File: config.mk
export PLATFORM = sky130hd
export DESIGN_NAME = radix_digit_converter
export DESIGN_NICKNAME = d
export VERILOG_FILES = /design/src/rdc_pkg.sv /design/src/radix_digit_converter.sv
export SDC_FILE = /design/constraint.sdc
export NUM_CORES = 1
export LEC_CHECK = 0
export BUFFER_PORTS_ARGS = -buffer_cell sky130_fd_sc_hd__buf_2
export CELL_PAD_IN_SITES_DETAIL_PLACEMENT = 0
export CELL_PAD_IN_SITES_GLOBAL_PLACEMENT = 1
export CORE_MARGIN = 5
export CORE_UTILIZATION = 34
export DETAILED_ROUTE_END_ITERATION = 7
export GPL_TIMING_DRIVEN = 0
export PLACE_DENSITY_LB_ADDON = 0.12
export RECOVER_POWER = 50
export SLEW_MARGIN = 20
export SYNTH_ARGS = -nofsm -noshare
export SYNTH_HDL_FRONTEND = slang
export SYNTH_SLANG_ARGS = --single-unit
File: constraint.sdc
create_clock -name clk -period 3.6 [get_ports clk]
set_input_delay 0.36 -clock clk [delete_from_list [all_inputs] [get_ports clk]]
set_output_delay 0.36 -clock clk [all_outputs]
set_load 0.05 [all_outputs]
File: src/rdc_pkg.sv
// rdc_pkg: shared constants and types for the radix digit converter
// field widths, radix limits, parameter defaults and the sequencer state type
// no dependencies
package rdc_pkg;

    // default sizes handed to the top level parameters
    localparam int VALUE_WIDTH_DEF = 31;
    localparam int MAX_DIGITS_DEF  = 32;

    // fixed field widths
    localparam int RADIX_W = 5;
    localparam int DIGIT_W = 4;

    // radix register reset and clamp limits
    localparam logic [RADIX_W-1:0] RADIX_RESET = 5'd8;
    localparam logic [RADIX_W-1:0] RADIX_MIN   = 5'd2;
    localparam logic [RADIX_W-1:0] RADIX_MAX   = 5'd16;

    // sequencer states, one-hot
    typedef enum logic [3:0] {
        ST_IDLE = 4'b0001,
        ST_DIV  = 4'b0010,
        ST_READ = 4'b0100,
        ST_SHOW = 4'b1000
    } rdc_state_t;

endpackage

File: src/radix_digit_converter.sv
// radix_digit_converter: converts one unsigned integer to radix 2..16 digits
// bit-serial restoring divider, digit stack memory and output sequencer
// depends on rdc_pkg

// One request carries an unsigned value; the block answers with one output
// request per digit in the configured radix, most significant digit first,
// with last_digit set on the final one. Zero gives the single digit 0. The
// radix register (cfg_we/cfg_data) is clamped to 2..16 and must only be
// written while no conversion is in flight. Conversion is bit-serial: each
// division by the radix shifts the dividend through a 4-bit remainder stage
// one bit per clock. Each finished remainder is pushed onto the digit stack;
// digits are then emitted from the stack by a registered memory read followed
// by an output request that is held until out_ready accepts it. A new value is
// taken only after the last digit of the previous one has been accepted and
// the sequencer has returned to idle. If a value needs more than MAX_DIGITS
// digits, only the MAX_DIGITS least significant are emitted.
module radix_digit_converter #(
    parameter int VALUE_WIDTH = rdc_pkg::VALUE_WIDTH_DEF,
    parameter int MAX_DIGITS  = rdc_pkg::MAX_DIGITS_DEF
) (
    input  logic                        clk,
    input  logic                        rst_n,
    // configuration
    input  logic                        cfg_we,
    input  logic [rdc_pkg::RADIX_W-1:0] cfg_data,
    // input requests
    input  logic                        in_valid,
    output logic                        in_ready,
    input  logic [VALUE_WIDTH-1:0]      value,
    // output requests
    output logic                        out_valid,
    input  logic                        out_ready,
    output logic [rdc_pkg::DIGIT_W-1:0] digit,
    output logic                        last_digit
);
    import rdc_pkg::*;

    localparam int BIT_CNT_W = $clog2(VALUE_WIDTH);
    localparam int ADDR_W    = $clog2(MAX_DIGITS);
    localparam int COUNT_W   = $clog2(MAX_DIGITS + 1);
    localparam logic [BIT_CNT_W-1:0] LAST_BIT = BIT_CNT_W'(VALUE_WIDTH - 1);
    localparam logic [COUNT_W-1:0]   STORE_FULL = COUNT_W'(MAX_DIGITS);

    rdc_state_t state_reg, state_next;

    logic [RADIX_W-1:0]     radix_reg;
    logic [RADIX_W-1:0]     radix_eff;
    logic [VALUE_WIDTH-1:0] quo_reg, quo_next;
    logic [DIGIT_W-1:0]     rem_reg, rem_next;
    logic [BIT_CNT_W-1:0]   bit_cnt_reg, bit_cnt_next;
    logic                   qnz_reg, qnz_next;
    logic [COUNT_W-1:0]     count_reg, count_next;
    logic                   last_reg, last_next;

    logic [RADIX_W-1:0]     trial;
    logic [RADIX_W-1:0]     trial_diff;
    logic                   q_bit;
    logic [DIGIT_W-1:0]     rem_step;
    logic                   push;
    logic                   rd_en;
    logic [ADDR_W-1:0]      rd_addr;

    logic [DIGIT_W-1:0]     store_mem [MAX_DIGITS];
    logic [DIGIT_W-1:0]     rd_data_reg;

    // radix register
    always_ff @(posedge clk or negedge rst_n)
    begin
        if (!rst_n)
        begin
            radix_reg <= RADIX_RESET;
        end
        else if (cfg_we)
        begin
            radix_reg <= cfg_data;
        end
    end

    // clamp radix into 2..16
    always_comb
    begin
        if (radix_reg < RADIX_MIN)
        begin
            radix_eff = RADIX_MIN;
        end
        else if (radix_reg > RADIX_MAX)
        begin
            radix_eff = RADIX_MAX;
        end
        else
        begin
            radix_eff = radix_reg;
        end
    end

    // one restoring division step: remainder stays below the radix
    assign trial      = {rem_reg, quo_reg[VALUE_WIDTH-1]};
    assign q_bit      = (trial >= radix_eff);
    assign trial_diff = trial - radix_eff;
    assign rem_step   = q_bit ? trial_diff[DIGIT_W-1:0] : trial[DIGIT_W-1:0];

    // sequencer
    always_comb
    begin
        state_next   = state_reg;
        quo_next     = quo_reg;
        rem_next     = rem_reg;
        bit_cnt_next = bit_cnt_reg;
        qnz_next     = qnz_reg;
        count_next   = count_reg;
        last_next    = last_reg;
        push         = 1'b0;
        rd_en        = 1'b0;

        case (state_reg)
            ST_IDLE:
            begin
                if (in_valid)
                begin
                    quo_next     = value;
                    rem_next     = '0;
                    bit_cnt_next = '0;
                    qnz_next     = 1'b0;
                    count_next   = '0;
                    state_next   = ST_DIV;
                end
            end
            ST_DIV:
            begin
                quo_next = {quo_reg[VALUE_WIDTH-2:0], q_bit};
                rem_next = rem_step;
                qnz_next = qnz_reg | q_bit;
                if (bit_cnt_reg == LAST_BIT)
                begin
                    // remainder complete: push it, then divide again or drain
                    push = 1'b1;
                    if (count_reg != STORE_FULL)
                    begin
                        count_next = count_reg + COUNT_W'(1);
                    end
                    bit_cnt_next = '0;
                    rem_next     = '0;
                    qnz_next     = 1'b0;
                    if (!(qnz_reg | q_bit))
                    begin
                        state_next = ST_READ;
                    end
                end
                else
                begin
                    bit_cnt_next = bit_cnt_reg + BIT_CNT_W'(1);
                end
            end
            ST_READ:
            begin
                // pop the top of the digit stack
                rd_en      = 1'b1;
                count_next = count_reg - COUNT_W'(1);
                last_next  = (count_next == '0);
                state_next = ST_SHOW;
            end
            ST_SHOW:
            begin
                if (out_ready)
                begin
                    state_next = last_reg ? ST_IDLE : ST_READ;
                end
            end
            default:
            begin
                state_next = ST_IDLE;
            end
        endcase
    end

    assign rd_addr = count_next[ADDR_W-1:0];

    // control registers
    always_ff @(posedge clk or negedge rst_n)
    begin
        if (!rst_n)
        begin
            state_reg   <= ST_IDLE;
            bit_cnt_reg <= '0;
            qnz_reg     <= 1'b0;
            count_reg   <= '0;
            last_reg    <= 1'b0;
            quo_reg     <= '0;
            rem_reg     <= '0;
        end
        else
        begin
            state_reg   <= state_next;
            bit_cnt_reg <= bit_cnt_next;
            qnz_reg     <= qnz_next;
            count_reg   <= count_next;
            last_reg    <= last_next;
            quo_reg     <= quo_next;
            rem_reg     <= rem_next;
        end
    end

    // digit stack write, dropped once full
    always_ff @(posedge clk)
    begin
        if (push && (count_reg != STORE_FULL))
        begin
            store_mem[count_reg[ADDR_W-1:0]] <= rem_step;
        end
    end

    // digit stack read, registered
    always_ff @(posedge clk)
    begin
        if (rd_en)
        begin
            rd_data_reg <= store_mem[rd_addr];
        end
    end

    // handshake and outputs
    assign in_ready   = (state_reg == ST_IDLE);
    assign out_valid  = (state_reg == ST_SHOW);
    assign digit      = rd_data_reg;
    assign last_digit = last_reg;

endmodule
# ---- After elaboration in Yosys (flattened, before gate mapping)
# Memories as Yosys holds them, arrays and structs flattened. A register that Yosys moved wholly into a read port is not among the register bits.
# Index checks and enable logic that the tools add are counted.
dict set report word_totals {
  regBits 57
  inputBits 41
  elab_cells 65
  memories 1
  out_inout_bits 7
  ramBits 128
}
# memory depth word_bits rd rd_clocked_by_memory_dff wr line_no
set memory_table {}
lappend memory_table {store_mem 32 4 1 1 1 radix_digit_converter.sv:63} ;# logic [DIGIT_W-1:0] store_mem [MAX_DIGITS];
dict set report classes {
  n_reduce_logical 7
  n_mux 29
  add_sub_neg 4
  magnitude_cmp 3
  eq_ne 11
  n_bitwise 1
}
# operator count
set ops {}
lappend ops {{$pmux 31 s2} 1}
lappend ops {{$mux 31} 1}
lappend ops {{$mux 4} 7}
lappend ops {{$mux 5} 4}
lappend ops {{$mux 6} 3}
lappend ops {{$pmux 6 s3} 1}
lappend ops {{$pmux 4 s4} 1}
lappend ops {{$pmux 5 s2} 1}
lappend ops {{$ne 2x2->1 const B} 4}
lappend ops {{$pmux 4 s2} 1}
lappend ops {{$reduce_and 4->1} 2}
lappend ops {{$mux 1} 7}
lappend ops {{$add 6x1->6 const B} 1}
lappend ops {{$logic_not 6->1} 1}
lappend ops {{$ne 6x6->1 const B} 1}
lappend ops {{$sub 6x1->6 const B} 1}
lappend ops {{$add 5x1->5 const B} 1}
lappend ops {{$eq 5x5->1 const B} 1}
lappend ops {{$ge 5x5->1} 1}
lappend ops {{$gt 5x5->1 const B} 1}
lappend ops {{$lt 5x2->1 const B} 1}
lappend ops {{$eq 4x1->1 const B} 1}
lappend ops {{$eq 4x2->1 const B} 1}
lappend ops {{$eq 4x3->1 const B} 1}
lappend ops {{other kinds (10)} 10}

# ---- Longest topological paths before layout
# Gate-level depths: netlist of the first run.
dict set report depth {
  ltp_word 8
  mapped_depth 14
  mapped_depth_nobuf 13
}

# ---- Worst setup path before layout of the first run
# No wires, ideal clock.
dict set report synth_path {
  kind {reg2reg}
  startpoint {register radix_reg[2]}
  endpoint {memory store_mem[0][0] (data pin)}
  path_buffers 1
  period_less_slack_ns 3.261
  setup_ns 0.384
  arrival_ns 2.877
  setup_slack_ns 0.339
  required_ns 3.216
  stages_incl_launch_ff 13
  path_cell_list {dfrtp_1 -> nor2_1 -> nor2_1 -> nor2_1 -> inv_1 -> ha_1 -> nor2b_1 -> o21ai_0 -> nand3b_1 -> a21o_1 -> a21o_1 -> clkbuf_1 -> a21oi_1}
}
dict set report synth_between {
  elab_chain_cells 5
  word_cells_on_any_way 7
  cone_classes {add/sub: 1; order compare: 3; mux: 3}
}
# item line_no
set synth_rtl {}
lappend synth_rtl {{start: declaration} radix_digit_converter.sv:46} ;# logic [RADIX_W-1:0] radix_reg;
lappend synth_rtl {{start signal: assignment} radix_digit_converter.sv:75} ;# radix_reg <= cfg_data;
lappend synth_rtl {{$gt 5x5->1} radix_digit_converter.sv:86} ;# else if (radix_reg > RADIX_MAX)
lappend synth_rtl {{$mux 5} radix_digit_converter.sv:86}
lappend synth_rtl {{$mux 5 *} radix_digit_converter.sv:82} ;# if (radix_reg < RADIX_MIN)
lappend synth_rtl {{$sub 4x4->4 / $ge 5x5->1 (equally long branches)} {radix_digit_converter.sv:99, radix_digit_converter.sv:98}}
lappend synth_rtl {{$mux 4 *} radix_digit_converter.sv:100} ;# assign rem_step = q_bit ? trial_diff[DIGIT_W-1:0] : trial[DIGIT_W-1:0];
lappend synth_rtl {{named net rem_step[0]} radix_digit_converter.sv:58} ;# logic [DIGIT_W-1:0] rem_step;
lappend synth_rtl {{end: declaration} radix_digit_converter.sv:63}
# Mark *: on every way through the listed nets, which the timed path passes. The rest lies on a longest branch.

# ---- Final worst setup path of the first run
dict set report layout_path {
  startpoint {register state_reg[3]}
  endpoint {register rd_data_reg[2], in the netlist digit[2], read port of store_mem (data pin)}
}
dict set report layout_between {
  elab_chain_cells 2
  word_cells_on_any_way 5
  cone_classes {eq/ne: 3; mux: 2}
}
# item line_no
set layout_rtl {}
lappend layout_rtl {{start: declaration} radix_digit_converter.sv:44} ;# rdc_state_t state_reg, state_next;
lappend layout_rtl {{start signal: assignment} radix_digit_converter.sv:193} ;# state_reg <= state_next;
lappend layout_rtl {{$eq 4x3->1 (tied with other cells)} radix_digit_converter.sv:115} ;# case (state_reg)
lappend layout_rtl {{$pmux 6 s3 *} radix_digit_converter.sv:115}
lappend layout_rtl {{named net count_next[4]} radix_digit_converter.sv:52} ;# logic [COUNT_W-1:0] count_reg, count_next;
lappend layout_rtl {{end: declaration} radix_digit_converter.sv:64} ;# logic [DIGIT_W-1:0] rd_data_reg;
# Marked as above.
# A chain may end at the register's enable or synchronous reset.

==> results of run 1 <==
-- worst register-to-register path, cell delays in order, from the launching register on --
cell and delay, ps:
dfrtp_1 450, or4b_1 530, clkbuf_1 230, inv_1 370, a2111oi_0 180, a21oi_1 500, nand3_1 320, a221oi_1 400
nor2_1 120, nand4_1 120
-- layer usage --
| metal | global-route usage | vias up | routed length, um |
|---|---|---|---|
| met2 | 0.239 | 108 | 9660 |
| met4 | 0.0388 | 0 | 289 |
| met1 | 0.202 | 2632 | 9620 |
| li1 | - | 2623 | - |
| met5 | 0 | - | 0 |
| met3 | 0.0339 | 18 | 697 |
-- cell usage in the layout (no fill, tap or decap), drive strengths merged, types with 3 or more instances in the layout --
| cell type | instances |
|---|---|
| nand4 | 8 |
| nand2 | 101 |
| clkbuf | 43 |
| nor2 | 65 |
| o21a | 3 |
| nor3 | 7 |
| ha | 13 |
| o21ai | 45 |
| inv | 25 |
| xnor2 | 3 |
| a221oi | 17 |
| a311oi | 3 |
| nand3 | 22 |
| dfrtp | 55 |
| a21o | 3 |
| a21oi | 26 |
| a22o | 5 |
| nand2b | 3 |
| mux2i | 61 |
| a32oi | 14 |
| nand3b | 4 |
| clkinv | 6 |
| or3 | 3 |
| mux2 | 5 |
| edfxtp | 132 |
| buf | 54 |
-- through the flow --
stage / worst slack [ps] / std cells / area [um^2] / power, W
finish: 247 / 1076 / 9770 / 0.00939
global route: 53.6 / 1076 / 9770 / 0.0100
CTS: 266 / 1076 / 9790 / 0.00953
detailed placement: 285 / 1044 / 9200 / 0.00766
global placement: -1620 / 1041 / 9080 / 0.00711
floorplan: 339 / 670 / 8440 / 0.00604
-- power breakdown --
part           internal, W  switching, W  total, W
registers          0.00320      0.000212   0.00341
logic              0.00146       0.00266   0.00412
clock network     0.000934      0.000928   0.00186
-- layout make-up --
type | count | area, um^2 | area share
clock buffers | 17 | 425 | 0.0436
multi-input cells | 434 | 2820 | 0.289
flip-flops and latches | 189 | 5390 | 0.552
inverters | 17 | 71.3 | 0.00730
repair buffers | 50 | 308 | 0.0315
well taps | 324 | 405 | 0.0415
clock inverters | 15 | 159 | 0.0163
plain buffers | 30 | 184 | 0.0188
-- kinds of logic (layout without fill, tap and decap cells) --
logic type,Yosys count,count (layout)
muxes,66,66
buffers and inverters,47,129
DFF,189,189
and+or+nand+nor,222,222
adders and majority gates,14,14
xor gates and xnor gates,5,5
AOI/OAI and AO/OA,127,127
-- synthesized netlist by cell type (2+ instances only) --
cell and instances:
o21a_1 3, xor2_1 2, nand3b_1 3, buf_1 5
nor2_2 3, a21oi_1 24, o21ai_0 42, a32oi_1 14
o21ai_1 3, mux2_2 5, buf_4 2, or4b_1 2
dfstp_2 2, and2_1 2, ha_1 13, edfxtp_1 132
buf_12 2, nand4_1 8, nand2_1 100, a21o_1 3
nand2b_1 3, buf_6 4, buf_2 2, nand3_1 21
xnor2_1 3, or3_1 3, a311oi_1 2, dfrtp_1 55
a22o_1 4, nor2_1 60, clkbuf_1 15, mux2i_1 61
inv_1 15, nor3_1 7, a221oi_1 16, nor2b_1 2
-- worst min-delay path by stage --
| stage | startpoint | endpoint | slack, ps | cells after the start |
|---|---|---|---|---|
| final | out_ready | state_reg[3]$_DFFE_PN0P_ | 140 | 2 |
| after global routing | cfg_data[4] | radix_reg[4]$_DFFE_PN0P_ | 140 | 3 |
| after CTS | rst_n | radix_reg[1]$_DFFE_PN0P_ | 20 | 1 |
| after detailed placement | quo_reg[18]$_DFFE_PN0P_ | quo_reg[19]$_DFFE_PN0P_ | 470 | 2 |
| after global placement | quo_reg[4]$_DFFE_PN0P_ | quo_reg[5]$_DFFE_PN0P_ | 460 | 2 |
| after floorplan | rst_n | bit_cnt_reg[0]$_DFFE_PN0P_ | 60 | 0 |
==> reports/summary.txt, run 1 <==
Initial Util = 0.346
Final Skew = 16.3 ps
FFs w/ async S/R, synth = 0.302
RSZ-0062 raised after global routing = no
Stages on worst setup path = 9
Crit path to = digit[2]$_DFFE_PP_
CP bufs+invs = 2
Ports = 48
Chip Height = 168 um
Critical path's top delay family = simple AND/OR/NAND/NOR gates
DRC = 0
Postcts setup bufs = 0
Skew-Pair Late Insertion Delay = 440 ps
Core area = 24400 um^2
Register bit total from synthesis = 189
DR vias/cell = 5.00
Synth warnings = 0
TritonCTS clock tree = done
Clock tree buffer depth = 2
Clk sink count = 189
Register area share after synthesis = 0.639
Pre-antenna DRT Iters = 4
Total wire length = 20300 um
Mux share of post-synthesis cell area = 0.0790
Post-synthesis adder-cell area fraction = 0.0216
Leakage dissipation = 3.74 nW
Resize count post-CTS = 0
PD cells = 962 nW/um^2
Hold Slack = 144 ps
Crit path cell chain = or4b_1 > clkbuf_1 > inv_1 > a2111oi_0 > a21oi_1 > nand3_1 > a221oi_1 > nor2_1 > nand4_1
# nets final = 794
Filler Cell Count = 2377
DR vias = 5381
Yosys top cell area share = 0.470
CP Launch Point = state_reg[3]$_DFFE_PN0P_
Die width = 168 um
Initial antenna violation count = 0
Critical path class = reg -> reg
Pins over their slew limit = 58
Final core occ = 0.400
Largest net degree at the start of global routing = 58
Synth-to-layout area growth = 15.7%
Slew @ Worst Pin = 3240 ps
Row cnt = 57
Critical path peak fanout = 9
Min Tclk post-route = 3350 ps
CTS Hold Bufs = 0
Status = finished, violations left
FF-to-FF path depth = 9
Maxcap violations = 1
GRT overflow = 0
Number of flip-flops in the largest register = 128
Remaining antenna violation count = 0
Setup TNS = 0 ps
FF-to-FF Start = state_reg[3]$_DFFE_PN0P_
DIE AREA = 28100 um^2
Violated checks = max-capacitance violations, max-slew violations
Final period util = 0.932
Final hold viol count = 0
Netlist cell types = 63
H-tree levels = 4
Crit-path slowest cell = or4b_1
CP Capture Type = flop
IO Port Bufs = 47
Number of flops mapped to enable cells by yosys = 132
Largest family of logic cells by synthesized area = simple AND/OR/NAND/NOR gates
Worst hold path class = in -> reg
Synth Area in Compound Gates = 0.104
Setup Viol. Count Final = 0
Ratio of cells with drive above 1 in the final layout = 0.142
Number of global-route vias before repair = 5746
Total Routing Usage GR = 0.148
Fraction of the mapped netlist area in simple logic gates = 0.120
Worst relative slew slack = -1.16
Wire per inst = 18.8 um
Top cells by area, synth = edfxtp_1, dfrtp_1, mux2i_1
Global-route wire length before repair = 32400 um
CTS buffer count = 17
Worst EP required = 3900 ps
Mapped Area = 8440 um^2
Clk root buf = clkbuf_16
R2R Path End = digit[2]$_DFFE_PP_
Syn avg cell area = 12.6 um^2
Setup slack, reg-to-reg = 250 ps
Initial DRC Count = 319
Post-DP HPWL = 14000 um
Post-synthesis xor/xnor area fraction = 0.00519
CTS clock-pin slew for the worst setup and hold paths = 80 ps
GPL Wtd Cong = 0.836
Leading area contributor after synthesis = edfxtp_1
Max incr delay on CP = 530 ps
CP startpoint kind = flop
VDD IR max = 0.000468 V
Worst path arrival time = 3650 ps
Predominant post-synthesis flop cell = edfxtp_1
Fmax achieved = 298 MHz
Mapped Cells = 670
Mapped Nets = 725
Diode count = 0
Power figures use the tool's default switching activity.
==> run 2, diff against run 1 <==
Settings changed: PLACE_DENSITY from default to 0.55, PLACE_DENSITY_LB_ADDON 0.12 to default.
==> reports/summary.txt, run 2 (synthesized netlist as in run 1, its figures left out) <==
Number of flip-flops in the largest register = 128
Total Routing Usage GR = 0.143
Chip Height = 168 um
Critical path class = reg -> reg
IO Port Bufs = 47
H-tree levels = 4
Critical path peak fanout = 10
Synth-to-layout area growth = 15.8%
Worst hold path class = in -> reg
Design area = 9780 um^2
Hold Path Stages = 2
TritonCTS clock tree = done
VDD IR max = 0.000469 V
Postcts setup bufs = 0
FF-to-FF path depth = 13
Clk sink count = 189
Violated checks = max-capacitance violations
CTS clock-pin slew for the worst setup and hold paths = 70 ps
DRC = 0
Number of global-route vias before repair = 5573
Most frequent cells in the layout = edfxtp_1, nand2_1, mux2i_1
Post-DP HPWL = 14000 um
Wire per inst = 18.6 um
Worst EP required = 3760 ps
Final Skew = 12.8 ps
Slew @ Worst Pin = 1490 ps
Pins over their slew limit = 0
GRT overflow = 0
Initial antenna violation count = 1
Clk root buf = clkbuf_16
PD cells = 962 nW/um^2
Global-route wire length before repair = 31500 um
Row cnt = 57
Clock tree buffer depth = 2
Min Tclk post-route = 3320 ps
# nets final = 794
DP Area = 9200 um^2
Filler Cell Count = 2361
Largest net degree at the start of global routing = 58
Worst path arrival time = 3480 ps
Reg area = 5390 um^2
Core area = 24400 um^2
RSZ-0062 raised after global routing = no
Initial DRC Count = 294
Final hold viol count = 0
GPL Wtd Cong = 0.824
Ratio of cells with drive above 1 in the final layout = 0.144
Worst relative slew slack = 0.00416
CP Capture Type = flop
Total wire length = 20000 um
Skew-Pair Late Insertion Delay = 430 ps
Leakage dissipation = 3.74 nW
Final period util = 0.924
DR vias/cell = 5.03
Diode count = 0
Setup Viol. Count Final = 0
Maxcap violations = 1
CP startpoint kind = flop
Pre-CTS setup slack = 224 ps
Area occupied by multi-input gates = 2830 um^2
Ports = 48
Setup ws final = 275 ps
Status = finished, violations left
DR vias = 5410
Pre-antenna DRT Iters = 5
CTS buffer count = 17
Most common cell after layout, fill and taps aside = edfxtp_1
Fmax achieved = 301 MHz
Die width = 168 um
Remaining antenna violation count = 0
Total power = 0.00941 W
Initial Util = 0.346
DIE AREA = 28100 um^2
-- run 2: worst max-delay path: stages (launching register included) --
cell and delay, ps:
dfrtp_1 450, or4b_1 530, clkbuf_1 220, inv_1 390
o21ai_1 90, and2_1 190, buf_6 150, inv_4 70
buf_12 140, buf_6 180, mux2i_1 260, a32oi_1 110
nand3_1 120, nand4_1 130
-- run 2: layout make-up --
type | instances | area share
repair buffers | 50 | 0.0316
well taps | 324 | 0.0415
flip-flops and latches | 189 | 0.552
clock inverters | 15 | 0.0164
multi-input cells | 434 | 0.289
clock buffers | 17 | 0.0435
inverters | 17 | 0.00729
plain buffers | 30 | 0.0188
-- run 2: power by group --
group | switching, W | internal [W]
sequential | 0.000211 | 0.00320
combinational | 0.00268 | 0.00147
clock | 0.000876 | 0.000980
-- run 2: path summary, 6_finish.rpt --
check / start / end / slack, ps
max: state_reg[3]$_DFFE_PN0P_ / digit[3]$_DFFE_PP_ / 280
min: out_ready / state_reg[3]$_DFFE_PN0P_ / 130
max reg2reg: state_reg[3]$_DFFE_PN0P_ / digit[3]$_DFFE_PP_ / 280
min reg2reg: quo_reg[12]$_DFFE_PN0P_ / quo_reg[13]$_DFFE_PN0P_ / 480
max in group asynchronous: rst_n / rem_reg[1]$_DFFE_PN0P_ / 2420
min in group asynchronous: rst_n / quo_reg[16]$_DFFE_PN0P_ / 280
-- run 2: through the flow --
stage	hold WS (ps)	std cells	utilization	setup TNS, ps
after floorplan	64.4	670	-	0
after global placement	464	1041	0.372	-138290
final	132	1076	0.401	0
after detailed placement	466	1044	0.377	0
after global routing	149	1076	0.401	0
after CTS	19.5	1076	0.401	0
-- run 2: layer usage --
metal / part of all wire / wire length (um) / track usage / vias to the layer above
met1: 0.47 / 9430 / 0.191 / 2661
met5: 0.00035 / 7 / 0 / -
li1: - / - / - / 2636
met2: 0.48 / 9690 / 0.242 / 92
met4: 0.014 / 280 / 0.0371 / 2
met3: 0.032 / 632 / 0.0281 / 19
-- run 2: what timing repair did --
action,in CTS,in global routing
resized for setup,0,1
hold buffers,0,0
setup endpoints to repair,0,31
==> run 3, diff against run 2 <==
Clock period 3.6 ns to 3.43 ns, I/O delays scaled along.
==> reports/summary.txt, run 3 (synthesized netlist as in run 1, its figures left out) <==
Worst path arrival time = 3390 ps
Setup slack, reg-to-reg = 200 ps
Flop pwr share = 0.360
DR vias = 5446
Diode count = 0
Critical path class = reg -> reg
Ports = 48
Number of global-route vias before repair = 5573
PD cells = 1020 nW/um^2
GPL Wtd Cong = 0.824
# nets final = 794
Skew-Pair Late Insertion Delay = 430 ps
RSZ-0062 raised after global routing = no
Most common cell after layout, fill and taps aside = edfxtp_1
GRT overflow = 0
Pins over their slew limit = 58
Placed insts = 1044
Clk sink count = 189
Remaining antenna violation count = 0
R2R Path End = digit[3]$_DFFE_PP_
Chip Height = 168 um
Largest net degree at the start of global routing = 58
Row cnt = 57
Wire per inst = 18.9 um
VDD IR max = 0.000492 V
CTS clock-pin slew for the worst setup and hold paths = 70 ps
Post-DP HPWL = 14000 um
Number of flip-flops in the largest register = 128
DP Area = 9200 um^2
Hold Path Stages = 2
Final period util = 0.943
Clk pwr share = 0.195
H-tree levels = 4
Ratio of cells with drive above 1 in the final layout = 0.150
Die width = 168 um
Hold_sp = out_ready
Worst relative slew slack = -0.00909
Combinational power share = 0.444
P_int = 0.00594 W
Fmax achieved = 309 MHz
Setup ws final = 197 ps
CTS Hold Bufs = 0
FF-to-FF path depth = 13
Initial DRC Count = 273
Hold Slack = 120 ps
Leakage dissipation = 3.75 nW
Psw = 0.00400 W
Setup Viol. Count Final = 0
Violated checks = max-capacitance violations, max-slew violations
Final Skew = 10.6 ps
IO Port Bufs = 47
Total wire length = 20400 um
TritonCTS clock tree = done
Sw Share = 0.402
Global-route wire length before repair = 31500 um
DR vias/cell = 5.06
CP startpoint kind = flop
Pre-CTS setup slack = 53.6 ps
Status = finished, violations left
Min Tclk post-route = 3230 ps
Synth-to-layout area growth = 16.0%
Clk root buf = clkbuf_16
DRC = 0
Slew @ Worst Pin = 1510 ps
Worst Hold Endpoint = state_reg[3]$_DFFE_PN0P_
CTS buffer count = 17
DIE AREA = 28100 um^2
CP Capture Type = flop
Design area = 9800 um^2
Pre-antenna DRT Iters = 5
Non-Filler Instances = 1076
Final hold viol count = 0
Clock tree buffer depth = 2
Core area = 24400 um^2
Worst hold path class = in -> reg
Total Routing Usage GR = 0.143
Initial Util = 0.346
Initial antenna violation count = 1
Worst EP required = 3580 ps
Maxcap violations = 1
Most frequent cells in the layout = edfxtp_1, nand2_1, mux2i_1
FF-to-FF Start = state_reg[3]$_DFFE_PN0P_
Critical path peak fanout = 10
==> run 3: cell count changes in the layout (fill, tap and decap cells not counted) <==
cell,change
nor2_2,-1
clkbuf_2,+3
clkbuf_1,-5
buf_2,+1
mux2_2,+1
nor2_4,+1
==> run 3: area by class of cell <==
type / count / area [um^2]
Sequential cell: 189 / 5390
Tap cell: 324 / 405
Clock inverter: 15 / 160
Clock buffer: 17 / 425
Multi-Input combinational cell: 435 / 2850
Fill cell: 2364 / 14600
Buffer: 29 / 185
Inverter: 17 / 71.3
Timing Repair Buffer: 50 / 309
==> run 3: through the flow <==
| step | utilization | power (W) | setup TNS (ps) |
|---|---|---|---|
| global route | 0.402 | 0.0106 | 0 |
| floorplan | - | 0.00634 | 0 |
| finish | 0.402 | 0.00994 | 0 |
| global placement | 0.372 | 0.00719 | -155120 |
| CTS | 0.401 | 0.00999 | 0 |
| detailed placement | 0.377 | 0.00804 | 0 |
==> run 3: worst max path at each step <==
stage                                   startpoint                    endpoint  slack (ps)
final                     state_reg[3]$_DFFE_PN0P_          digit[3]$_DFFE_PP_         200
after global routing      state_reg[3]$_DFFE_PN0P_          digit[3]$_DFFE_PP_          20
after CTS                 radix_reg[2]$_DFFE_PN0P_  store_mem[17][3]$_DFFE_PP_          40
after detailed placement  radix_reg[2]$_DFFE_PN0P_   store_mem[6][3]$_DFFE_PP_          50
after global placement    radix_reg[2]$_DFFE_PN0P_   store_mem[0][0]$_DFFE_PP_       -1670
after floorplan           radix_reg[2]$_DFFE_PN0P_   store_mem[0][0]$_DFFE_PP_         170
==> run 3: power by group through the flow <==
stage	Clock (W)	Combinational, W	Sequential, W
final	0.00194	0.00442	0.00358
after global routing	0.00209	0.00484	0.00362
after CTS	0.00199	0.00442	0.00358
after detailed placement	0	0.00442	0.00362
after global placement	0	0.00373	0.00346
after floorplan	0	0.00273	0.00361
==> run 3: critical path, cell delays in order (launching register included) <==
cell	delay, ps
dfrtp_1	450
or4b_1	520
buf_2	190
inv_1	330
o21ai_1	90
and2_1	190
buf_6	150
inv_4	70
buf_12	140
buf_6	180
mux2i_1	260
a32oi_1	120
nand3_1	120
nand4_1	130
==> run 3: what timing repair did <==
action | 4_1_cts | 5_1_grt
endpoints found under the setup margin | 0 | 99
buffers inserted | 0 | 0
gates resized for setup | 0 | 8
==> run 3: per-layer routing <==
layer  share of wire  up-vias  routed length (um)  track usage
li1                -     2637                   -            -
met1            0.47     2672                9600        0.191
met2            0.48      118                9810        0.242
met3           0.034       17                 698       0.0281
met4           0.013        2                 257       0.0371
met5         0.00034        -                   7            0
